### config.mk
export PLATFORM = sky130hd
export DESIGN_NAME = gain_slew_limiter_bank_flat
export DESIGN_NICKNAME = d
export VERILOG_FILES = /design/src/hw/rtl/glb_pkg.sv /design/src/hw/rtl/glb_req_if.sv /design/src/hw/rtl/glb_rsp_if.sv /design/src/hw/rtl/glb_ctrl.sv /design/src/hw/rtl/glb_datapath.sv /design/src/hw/rtl/gain_slew_limiter_bank.sv /design/src/flat_wrapper.sv
export VERILOG_INCLUDE_DIRS = /design/src /design/src/hw/rtl
export SDC_FILE = /design/constraint.sdc
export NUM_CORES = 2
export LEC_CHECK = 0
export BUFFER_PORTS_ARGS = -buffer_cell sky130_fd_sc_hd__buf_4
export CAP_MARGIN = 5
export CORE_AREA = 2 2 345 347
export DETAILED_ROUTE_END_ITERATION = 8
export DIE_AREA = 0 0 347 349
export PLACE_DENSITY = 0.66
export SLEW_MARGIN = 40
export SYNTH_ARGS = -nofsm -noshare
export SYNTH_HDL_FRONTEND = slang
export SYNTH_SLANG_ARGS = --single-unit
export TNS_END_PERCENT = 30
### constraint.sdc
create_clock -name clk -period 8.8 [get_ports clk]
set_clock_uncertainty 0.2 [all_clocks]
set_input_delay 0.88 -clock clk [delete_from_list [all_inputs] [get_ports clk]]
set_output_delay 0.88 -clock clk [all_outputs]
set_load 0.01 [all_outputs]
### src/hw/rtl/gain_slew_limiter_bank_defines.svh
// Assertion macros shared by the gain slew limiter bank RTL.
`ifndef GAIN_SLEW_LIMITER_BANK_DEFINES_SVH
`define GAIN_SLEW_LIMITER_BANK_DEFINES_SVH

// Same-cycle implication, checked outside reset.
`define GLB_ASSERT_NOW(label, clk, rst_n, ante, cons) \
    label: assert property (@(posedge clk) disable iff (!rst_n) (ante) |-> (cons)) \
        else $error("gain slew limiter bank check failed");

// Next-cycle implication, checked outside reset.
`define GLB_ASSERT_NEXT(label, clk, rst_n, ante, cons) \
    label: assert property (@(posedge clk) disable iff (!rst_n) (ante) |=> (cons)) \
        else $error("gain slew limiter bank check failed");

`endif

### src/hw/rtl/glb_pkg.sv
// Package: constants, codes and control structs of the gain slew limiter bank.
`timescale 1ns / 1ps
`default_nettype none

package glb_pkg;

    localparam int NUM_CHANNELS_DEF = 12;
    localparam int VALUE_WIDTH_DEF  = 32;

    localparam int REQ_W  = 2;
    localparam int CH_W   = 4;
    localparam int STEP_W = 31;
    localparam int CFG_W  = 2;

    // request codes
    localparam logic [REQ_W-1:0] REQ_SET_CUR = 2'd0;
    localparam logic [REQ_W-1:0] REQ_SET_TGT = 2'd1;
    localparam logic [REQ_W-1:0] REQ_TICK    = 2'd2;

    // configuration register indexes
    localparam logic [CFG_W-1:0] CFG_KD_STEP  = 2'd0;
    localparam logic [CFG_W-1:0] CFG_KI_STEP  = 2'd1;
    localparam logic [CFG_W-1:0] CFG_KIB_STEP = 2'd2;
    localparam logic [CFG_W-1:0] CFG_KP_STEP  = 2'd3;

    localparam logic [STEP_W-1:0] KD_STEP_RST  = 31'd19661;
    localparam logic [STEP_W-1:0] KI_STEP_RST  = 31'd13;
    localparam logic [STEP_W-1:0] KIB_STEP_RST = 31'd13;
    localparam logic [STEP_W-1:0] KP_STEP_RST  = 31'd19661;

    // first channel of each gain group (channels past the kp group stay kp)
    localparam logic [CH_W:0] GRP_KI_FIRST  = 5'd3;
    localparam logic [CH_W:0] GRP_KIB_FIRST = 5'd6;
    localparam logic [CH_W:0] GRP_KP_FIRST  = 5'd9;

    typedef struct packed {
        logic set_cur;
        logic set_tgt;
        logic load_diff;
        logic update;
    } glb_cmd_t;

    typedef struct packed {
        logic moving;
        logic last;
    } glb_sts_t;

endpackage

`default_nettype wire

### src/hw/rtl/glb_req_if.sv
// Interface: request channel (set current, set target, tick).
`timescale 1ns / 1ps
`default_nettype none

interface glb_req_if
    import glb_pkg::*;
#(
    parameter int VALUE_WIDTH = VALUE_WIDTH_DEF
);
    logic                          valid;
    logic                          ready;
    logic [REQ_W-1:0]              req_type;
    logic [CH_W-1:0]               channel;
    logic signed [VALUE_WIDTH-1:0] value;

    modport source (output valid, req_type, channel, value, input ready);
    modport sink   (input valid, req_type, channel, value, output ready);
endinterface

`default_nettype wire

### src/hw/rtl/glb_rsp_if.sv
// Interface: update channel (one transaction per channel moved on a tick).
`timescale 1ns / 1ps
`default_nettype none

interface glb_rsp_if
    import glb_pkg::*;
#(
    parameter int VALUE_WIDTH = VALUE_WIDTH_DEF
);
    logic                          valid;
    logic                          ready;
    logic [CH_W-1:0]               out_channel;
    logic signed [VALUE_WIDTH-1:0] out_value;
    logic                          last;

    modport source (output valid, out_channel, out_value, last, input ready);
    modport sink   (input valid, out_channel, out_value, last, output ready);
endinterface

`default_nettype wire

### src/hw/rtl/glb_ctrl.sv
// Controller: accepts requests and sequences the channel scan of a tick.
`timescale 1ns / 1ps
`default_nettype none

module glb_ctrl
    import glb_pkg::*;
#(
    parameter int NUM_CHANNELS = NUM_CHANNELS_DEF,
    parameter int IDX_W        = (NUM_CHANNELS > 1) ? $clog2(NUM_CHANNELS) : 1
)
(
    input  wire logic             clk,
    input  wire logic             rst_n,
    input  wire logic             in_valid,
    output logic                  in_ready,
    input  wire logic [REQ_W-1:0] in_type,
    output logic                  out_valid,
    input  wire logic             out_ready,
    output glb_cmd_t              cmd,
    output logic [IDX_W-1:0]      idx,
    input  wire glb_sts_t         sts
);

    typedef enum logic [1:0] {
        S_IDLE,
        S_SCAN,
        S_CALC,
        S_EMIT
    } state_t;

    localparam logic [IDX_W-1:0] IDX_MAX = IDX_W'(NUM_CHANNELS - 1);

    state_t           state_reg;
    logic [IDX_W-1:0] idx_reg;
    logic             out_valid_reg;
    logic             idle_take;

    assign in_ready  = (state_reg == S_IDLE);
    assign out_valid = out_valid_reg;
    assign idx       = idx_reg;
    assign idle_take = in_ready && in_valid;

    always_comb
    begin
        cmd.set_cur   = idle_take && (in_type == REQ_SET_CUR);
        cmd.set_tgt   = idle_take && (in_type == REQ_SET_TGT);
        cmd.load_diff = (state_reg == S_SCAN) && sts.moving;
        cmd.update    = (state_reg == S_CALC);
    end

    always_ff @(posedge clk or negedge rst_n)
    begin
        if (!rst_n)
        begin
            state_reg     <= S_IDLE;
            idx_reg       <= '0;
            out_valid_reg <= 1'b0;
        end
        else
        begin
            case (state_reg)
                S_IDLE:
                begin
                    if (idle_take && (in_type == REQ_TICK))
                    begin
                        idx_reg   <= '0;
                        state_reg <= S_SCAN;
                    end
                end
                S_SCAN:
                begin
                    if (sts.moving)
                        state_reg <= S_CALC;
                    else if (idx_reg == IDX_MAX)
                        state_reg <= S_IDLE;
                    else
                        idx_reg <= idx_reg + 1'b1;
                end
                S_CALC:
                begin
                    out_valid_reg <= 1'b1;
                    state_reg     <= S_EMIT;
                end
                S_EMIT:
                begin
                    if (out_ready)
                    begin
                        out_valid_reg <= 1'b0;
                        // last means no later channel is moving
                        if (sts.last || (idx_reg == IDX_MAX))
                            state_reg <= S_IDLE;
                        else
                        begin
                            idx_reg   <= idx_reg + 1'b1;
                            state_reg <= S_SCAN;
                        end
                    end
                end
                default:
                begin
                    state_reg <= S_IDLE;
                end
            endcase
        end
    end

endmodule

`default_nettype wire

### src/hw/rtl/glb_datapath.sv
// Datapath: channel state, step registers and the slew step arithmetic.
`timescale 1ns / 1ps
`default_nettype none

module glb_datapath
    import glb_pkg::*;
#(
    parameter int NUM_CHANNELS = NUM_CHANNELS_DEF,
    parameter int VALUE_WIDTH  = VALUE_WIDTH_DEF,
    parameter int IDX_W        = (NUM_CHANNELS > 1) ? $clog2(NUM_CHANNELS) : 1
)
(
    input  wire logic                          clk,
    input  wire logic                          rst_n,
    input  wire logic                          cfg_we,
    input  wire logic [CFG_W-1:0]              cfg_index,
    input  wire logic [STEP_W-1:0]             cfg_wdata,
    input  wire logic [CH_W-1:0]               in_channel,
    input  wire logic signed [VALUE_WIDTH-1:0] in_value,
    input  wire glb_cmd_t                      cmd,
    input  wire logic [IDX_W-1:0]              idx,
    output glb_sts_t                           sts,
    output logic [CH_W-1:0]                    out_channel,
    output logic signed [VALUE_WIDTH-1:0]      out_value,
    output logic                               out_last
);

    localparam int DW    = VALUE_WIDTH + 1;
    localparam int CMP_W = (DW > STEP_W) ? DW : STEP_W;

    logic signed [VALUE_WIDTH-1:0] cur_reg [NUM_CHANNELS];
    logic signed [VALUE_WIDTH-1:0] tgt_reg [NUM_CHANNELS];
    logic [NUM_CHANNELS-1:0]       moving_reg;

    logic [STEP_W-1:0] kd_step_reg;
    logic [STEP_W-1:0] ki_step_reg;
    logic [STEP_W-1:0] kib_step_reg;
    logic [STEP_W-1:0] kp_step_reg;

    logic [DW-1:0] mag_reg;
    logic          neg_reg;

    logic [CH_W-1:0]               out_ch_reg;
    logic signed [VALUE_WIDTH-1:0] out_val_reg;
    logic                          out_last_reg;

    logic                          ch_ok;
    logic [IDX_W-1:0]              ch_idx;
    logic [IDX_W-1:0]              rd_idx;
    logic signed [VALUE_WIDTH-1:0] cur_rd;
    logic signed [VALUE_WIDTH-1:0] tgt_rd;
    logic signed [DW-1:0]          diff_up;
    logic signed [DW-1:0]          diff_dn;
    logic [STEP_W-1:0]             step;
    logic [CH_W:0]                 idx_ext;
    logic [CMP_W-1:0]              step_ext;
    logic                          far;
    logic signed [DW-1:0]          stepped;
    logic signed [VALUE_WIDTH-1:0] new_val;
    logic                          later_moving;

    assign ch_ok  = ({1'b0, in_channel} < (CH_W + 1)'(NUM_CHANNELS));
    assign ch_idx = in_channel[IDX_W-1:0];
    assign rd_idx = cmd.set_tgt ? ch_idx : idx;
    assign cur_rd = cur_reg[rd_idx];
    assign tgt_rd = tgt_reg[rd_idx];

    assign diff_up = DW'(tgt_rd) - DW'(cur_rd);
    assign diff_dn = DW'(cur_rd) - DW'(tgt_rd);

    assign idx_ext = (CH_W + 1)'(idx);

    always_comb
    begin
        if (idx_ext < GRP_KI_FIRST)
            step = kd_step_reg;
        else if (idx_ext < GRP_KIB_FIRST)
            step = ki_step_reg;
        else if (idx_ext < GRP_KP_FIRST)
            step = kib_step_reg;
        else
            step = kp_step_reg;
    end

    // step only gets used when it is below the gap, so it fits DW bits there
    assign step_ext = CMP_W'(step);
    assign far      = (CMP_W'(mag_reg) > step_ext);
    assign stepped  = neg_reg ? (DW'(cur_rd) - $signed(step_ext[DW-1:0]))
                              : (DW'(cur_rd) + $signed(step_ext[DW-1:0]));
    assign new_val  = far ? stepped[VALUE_WIDTH-1:0] : tgt_rd;

    always_comb
    begin
        later_moving = 1'b0;
        for (int j = 0; j < NUM_CHANNELS; j++)
        begin
            if (IDX_W'(j) > idx)
                later_moving = later_moving | moving_reg[j];
        end
    end

    assign sts.moving = moving_reg[idx];
    assign sts.last   = out_last_reg;

    assign out_channel = out_ch_reg;
    assign out_value   = out_val_reg;
    assign out_last    = out_last_reg;

    always_ff @(posedge clk or negedge rst_n)
    begin
        if (!rst_n)
        begin
            kd_step_reg  <= KD_STEP_RST;
            ki_step_reg  <= KI_STEP_RST;
            kib_step_reg <= KIB_STEP_RST;
            kp_step_reg  <= KP_STEP_RST;
        end
        else if (cfg_we)
        begin
            case (cfg_index)
                CFG_KD_STEP:  kd_step_reg  <= cfg_wdata;
                CFG_KI_STEP:  ki_step_reg  <= cfg_wdata;
                CFG_KIB_STEP: kib_step_reg <= cfg_wdata;
                CFG_KP_STEP:  kp_step_reg  <= cfg_wdata;
                default:      kp_step_reg  <= kp_step_reg;
            endcase
        end
    end

    always_ff @(posedge clk or negedge rst_n)
    begin
        if (!rst_n)
        begin
            for (int i = 0; i < NUM_CHANNELS; i++)
            begin
                cur_reg[i] <= '0;
                tgt_reg[i] <= '0;
            end
            moving_reg <= '0;
        end
        else
        begin
            if (cmd.set_cur && ch_ok)
                cur_reg[ch_idx] <= in_value;
            if (cmd.set_tgt && ch_ok)
            begin
                tgt_reg[ch_idx]    <= in_value;
                moving_reg[ch_idx] <= (in_value != cur_rd);
            end
            if (cmd.update)
            begin
                cur_reg[idx] <= new_val;
                if (!far)
                    moving_reg[idx] <= 1'b0;
            end
        end
    end

    always_ff @(posedge clk)
    begin
        if (cmd.load_diff)
        begin
            neg_reg <= diff_up[DW-1];
            mag_reg <= diff_up[DW-1] ? diff_dn : diff_up;
        end
        if (cmd.update)
        begin
            out_ch_reg   <= CH_W'(idx);
            out_val_reg  <= new_val;
            out_last_reg <= !later_moving;
        end
    end

endmodule

`default_nettype wire

### src/hw/rtl/gain_slew_limiter_bank.sv
// Top level: gain slew limiter bank, controller plus datapath.
//
// channel  dir   payload                         notes
// req      in    req_type, channel, value        set current / set target / tick
// rsp      out   out_channel, out_value, last    one per moving channel on a tick
// cfg      in    cfg_we, cfg_index, cfg_wdata    four step registers, write only
//
// A set transaction is written on acceptance and leaves the bank idle. A tick scans
// channels in order: an idle channel is passed over, and a moving one goes through the
// gap, step and output register states, the update waiting on rsp.ready as needed.
// The scan sequencer and its single step adder run the tick; req.ready is low
// while a tick is in progress. Reset clears all values, targets, moving flags
// and restores the default step sizes.
`timescale 1ns / 1ps
`default_nettype none

`include "gain_slew_limiter_bank_defines.svh"

module gain_slew_limiter_bank
    import glb_pkg::*;
#(
    parameter int NUM_CHANNELS = NUM_CHANNELS_DEF,
    parameter int VALUE_WIDTH  = VALUE_WIDTH_DEF
)
(
    input  wire logic              clk,
    input  wire logic              rst_n,
    glb_req_if.sink                req,
    glb_rsp_if.source              rsp,
    input  wire logic              cfg_we,
    input  wire logic [CFG_W-1:0]  cfg_index,
    input  wire logic [STEP_W-1:0] cfg_wdata
);

    localparam int IDX_W = (NUM_CHANNELS > 1) ? $clog2(NUM_CHANNELS) : 1;

    glb_cmd_t         cmd;
    glb_sts_t         sts;
    logic [IDX_W-1:0] idx;
    logic             in_ready;
    logic             out_valid;
    logic             set_take;

    assign req.ready = in_ready;
    assign rsp.valid = out_valid;
    assign set_take  = cmd.set_cur || cmd.set_tgt;

    glb_ctrl #(
        .NUM_CHANNELS (NUM_CHANNELS),
        .IDX_W        (IDX_W)
    ) u_ctrl (
        .clk       (clk),
        .rst_n     (rst_n),
        .in_valid  (req.valid),
        .in_ready  (in_ready),
        .in_type   (req.req_type),
        .out_valid (out_valid),
        .out_ready (rsp.ready),
        .cmd       (cmd),
        .idx       (idx),
        .sts       (sts)
    );

    glb_datapath #(
        .NUM_CHANNELS (NUM_CHANNELS),
        .VALUE_WIDTH  (VALUE_WIDTH),
        .IDX_W        (IDX_W)
    ) u_datapath (
        .clk         (clk),
        .rst_n       (rst_n),
        .cfg_we      (cfg_we),
        .cfg_index   (cfg_index),
        .cfg_wdata   (cfg_wdata),
        .in_channel  (req.channel),
        .in_value    (req.value),
        .cmd         (cmd),
        .idx         (idx),
        .sts         (sts),
        .out_channel (rsp.out_channel),
        .out_value   (rsp.out_value),
        .out_last    (rsp.last)
    );

    // no new request while an update waits
    `GLB_ASSERT_NOW(a_no_req_during_update, clk, rst_n, out_valid, !in_ready)
    // updates only name real channels
    `GLB_ASSERT_NOW(a_update_channel_range, clk, rst_n, out_valid,
        ({1'b0, rsp.out_channel} < (CH_W + 1)'(NUM_CHANNELS)))
    // the tick ends with its last update
    `GLB_ASSERT_NEXT(a_last_ends_tick, clk, rst_n,
        out_valid && rsp.ready && rsp.last, in_ready)
    // a set transaction leaves the bank idle with no update pending
    `GLB_ASSERT_NEXT(a_set_single_cycle, clk, rst_n, set_take, in_ready && !out_valid)

endmodule

`default_nettype wire
### src/flat_wrapper.sv
// flat-port wrapper written by rule: the top's interface ports become plain ports
module gain_slew_limiter_bank_flat import glb_pkg::*;
#(
    parameter int NUM_CHANNELS = NUM_CHANNELS_DEF,
    parameter int VALUE_WIDTH  = VALUE_WIDTH_DEF
)
  (clk, rst_n, cfg_we, cfg_index, cfg_wdata, req_valid, req_req_type, req_channel, req_value, req_ready, rsp_valid, rsp_out_channel, rsp_out_value, rsp_last, rsp_ready);
  glb_req_if #(.VALUE_WIDTH(VALUE_WIDTH)) req_i ();
  glb_rsp_if #(.VALUE_WIDTH(VALUE_WIDTH)) rsp_i ();
  input  wire logic clk;
  input  wire logic rst_n;
  input  wire logic cfg_we;
  input  wire logic [CFG_W-1:0] cfg_index;
  input  wire logic [STEP_W-1:0] cfg_wdata;
  input wire logic [$bits(req_i.valid)-1:0] req_valid;
  input wire logic [$bits(req_i.req_type)-1:0] req_req_type;
  input wire logic [$bits(req_i.channel)-1:0] req_channel;
  input wire logic [$bits(req_i.value)-1:0] req_value;
  output wire logic [$bits(req_i.ready)-1:0] req_ready;
  output wire logic [$bits(rsp_i.valid)-1:0] rsp_valid;
  output wire logic [$bits(rsp_i.out_channel)-1:0] rsp_out_channel;
  output wire logic [$bits(rsp_i.out_value)-1:0] rsp_out_value;
  output wire logic [$bits(rsp_i.last)-1:0] rsp_last;
  input wire logic [$bits(rsp_i.ready)-1:0] rsp_ready;
  assign req_i.valid = req_valid;
  assign req_i.req_type = req_req_type;
  assign req_i.channel = req_channel;
  assign req_i.value = req_value;
  assign req_ready = req_i.ready;
  assign rsp_valid = rsp_i.valid;
  assign rsp_out_channel = rsp_i.out_channel;
  assign rsp_out_value = rsp_i.out_value;
  assign rsp_last = rsp_i.last;
  assign rsp_i.ready = rsp_ready;
  gain_slew_limiter_bank #(.NUM_CHANNELS(NUM_CHANNELS), .VALUE_WIDTH(VALUE_WIDTH)) u_core (.clk(clk), .rst_n(rst_n), .req(req_i), .rsp(rsp_i), .cfg_we(cfg_we), .cfg_index(cfg_index), .cfg_wdata(cfg_wdata));
endmodule
==> metrics.txt <==
FF-to-FF path depth=21; IO Port Bufs=114; final core occ=53.0%; register area share after synthesis=44.7%; Synth Area in XOR/XNOR=1.88%; Critical Path RT=9.05 ns; drt initial violations=5037; Antenna Nets Post-Route=0; reg2reg end=u_core.u_datapath.mag_reg[30]; Die X=347 um; Setup CP Type=flip-flop to flip-flop; CTS tree=done; cts repair resizes=0; Layout Area Growth over Synthesis=11.4%; full die area=121000 um2; cell count after synthesis=5699; Final setup viols=0; worst-margin pin slew=0.928 ns; Yosys reg bits=982; crit path DAT=7.79 ns; Max Clk Rate=0.133 GHz; Synth Area in Adders=3.06%; Final nets=5818; first-pass GRT wire length=287000 um; Worst R2R Start=u_core.u_ctrl.state_reg[0]; Initial Util=47.6%; main combinational cell family by area after synthesis=multiplexers; # IOs=115; Synth Area in Compound Gates=12.2%; Period Utilization, post-route=85.7%; clk_lat worst skew=0.74 ns; Slew Limit Headroom=37.9%; Area contributors post-synth=dfrtp_1 40%, mux2_2 13%, nand2_1 6.9%; die height=349 um; Netlist cell types=95; Max Root-Sink Buffers=3; share of cells above drive strength 1=22.7%; max cap viols=0; Critical Path Start=u_core.u_ctrl.state_reg[0]; WL per Instance=26.6 um; cell accounting for the most synthesized area=dfrtp_1; final hold viol count=0; Mean Syn Cell Area=9.80 um2; DRC errors left=0; ant diodes=0; syn_nets=5909; RSZ-0062 raised after global routing=no; routability cong.=0.983; Routed WL=193000 um; crit path launch type=flip-flop; DR vias=45194; Clk pin slew, worst setup/hold paths=0.07 ns; GRT overflow=0; worst-path fanout max=26; initial antenna violation count=7; ys async rst share=92.8%; Row Count=126; largest net degree at the start of global routing=138; Ys Warns=0; clock sinks=982; core area=117000 um2; reg2reg setup slack=1.26 ns; Setup crit end kind=flip-flop; Root Buffer=clkbuf_16; Layout fillers=10469; Post-Syn Area=55900 um2; number of enable flip-flop cells after synthesis=71; vias in the first global route=43501; post-route minimum period=7.54 ns; status=finished clean; H-tree Lvls=3; Via density=6.25; count of pins over their slew limit=0; dominant synthesized flop cell=dfrtp_1; post-synthesis mux area share=20.3%; Pre-Repair DR Iteration Count=6; Post-Synth Simple-Gate Area=13.2%; Hold Crit Class=primary input to flip-flop; hpwl dp=127000 um; top-area cell type share of the netlist area=39.8%; Setup Total Neg Slack=0 ns; Total Routing Usage GR=31.3%; Inserted Clock Buffers=108; CP endpoint=u_core.u_datapath.mag_reg[30]
==> area by class of cell <==
cell class	instances	area [um2]	area share, %
Tap cell	1536	1920	3.09
Clock buffer	150	3100	4.99
Inverter	140	528	0.848
Clock inverter	51	752	1.21
Multi-Input combinational cell	4094	28600	45.9
Sequential cell	982	25000	40.1
Timing Repair Buffer	282	2380	3.83
==> Yosys cell counts (82+ instances only) <==
master	count
clkbuf_1	292
ha_1	131
nand2_1	1033
buf_1	82
dfrtp_1	889
mux2_2	664
nand3_1	246
nor2_1	223
a21oi_1	342
mux2i_1	282
o21ai_0	405
inv_1	134
==> stage by stage <==
step | instances | hold slack (ns) | instance area (um2) | worst slack (ns)
after floorplan | 5699 | 0.220 | 55900 | 2.19
after global placement | 7025 | 0.244 | 58100 | 0.905
after detailed placement | 7029 | 0.254 | 58300 | 0.832
after CTS | 7231 | 0.156 | 62100 | 1.08
after global routing | 7235 | 0.202 | 62200 | 0.904
final | 7235 | 0.184 | 62200 | 1.26
==> layout by cell type (no fill, tap or decap), types with 111 or more instances in the layout <==
master / count
a21oi_1: 341
buf_4: 262
clkbuf_16: 111
dfrtp_1: 888
ha_1: 130
inv_1: 133
mux2_2: 664
mux2i_1: 282
nand2_1: 1013
nand3_1: 243
nor2_1: 217
o21ai_0: 391
==> worst max-delay path: stages, from the launching register on <==
cell	delay, ns
dfrtp_1	0.51
or2_1	0.60
inv_4	0.19
a21oi_1	0.51
nor2_4	0.29
nor2_1	0.52
nand3_1	0.15
and3_1	0.28
o21ai_0	0.57
ha_1	0.44
a21oi_1	0.19
o21bai_1	0.07
a21oi_1	0.38
o21ai_0	0.19
a2111oi_0	0.59
o21ai_0	0.26
o22ai_4	0.30
buf_4	0.38
nor2b_1	0.17
nor2_1	0.07
a22o_1	0.21
xor2_1	0.14
==> worst min path at each step <==
stage	slack (ns)	endpoint	cells after the start	start
2_1_floorplan	0.22	u_core.u_datapath.out_channel[2]	0	u_core.u_ctrl.idx[2]
3_3_place_gp	0.24	u_core.u_datapath.tgt_reg[99]	2	u_core.u_datapath.tgt_reg[99]
3_5_place_dp	0.25	u_core.u_datapath.tgt_reg[124]	2	u_core.u_datapath.tgt_reg[124]
4_1_cts	0.16	flip-flop	2	rsp_ready
5_1_grt	0.20	flip-flop	2	rsp_ready
6_report	0.18	flip-flop	2	rsp_ready
==> what timing repair did <==
item,4_1_cts,5_1_grt
buffers inserted,0,0
hold buffers,1,0
hold endpoints to repair,38,0
==> per-layer routing <==
metal	part of all wire, %	global-route usage [%]
met5	0.026	0
met1	42	44.2
met4	4.4	12.9
met3	10	6.87
met2	43	46.7
==> logic make-up after synthesis <==
kind of cell    after synthesis
simple gates               1723
compound gates             1124
mux                         992
flops                       982
buf+inv                     623
fa+ha+maj                   135
xor+xnor                    120
Power is not shown: default switching activity piles up to over one toggle a cycle in this logic, so the estimate is an artifact.
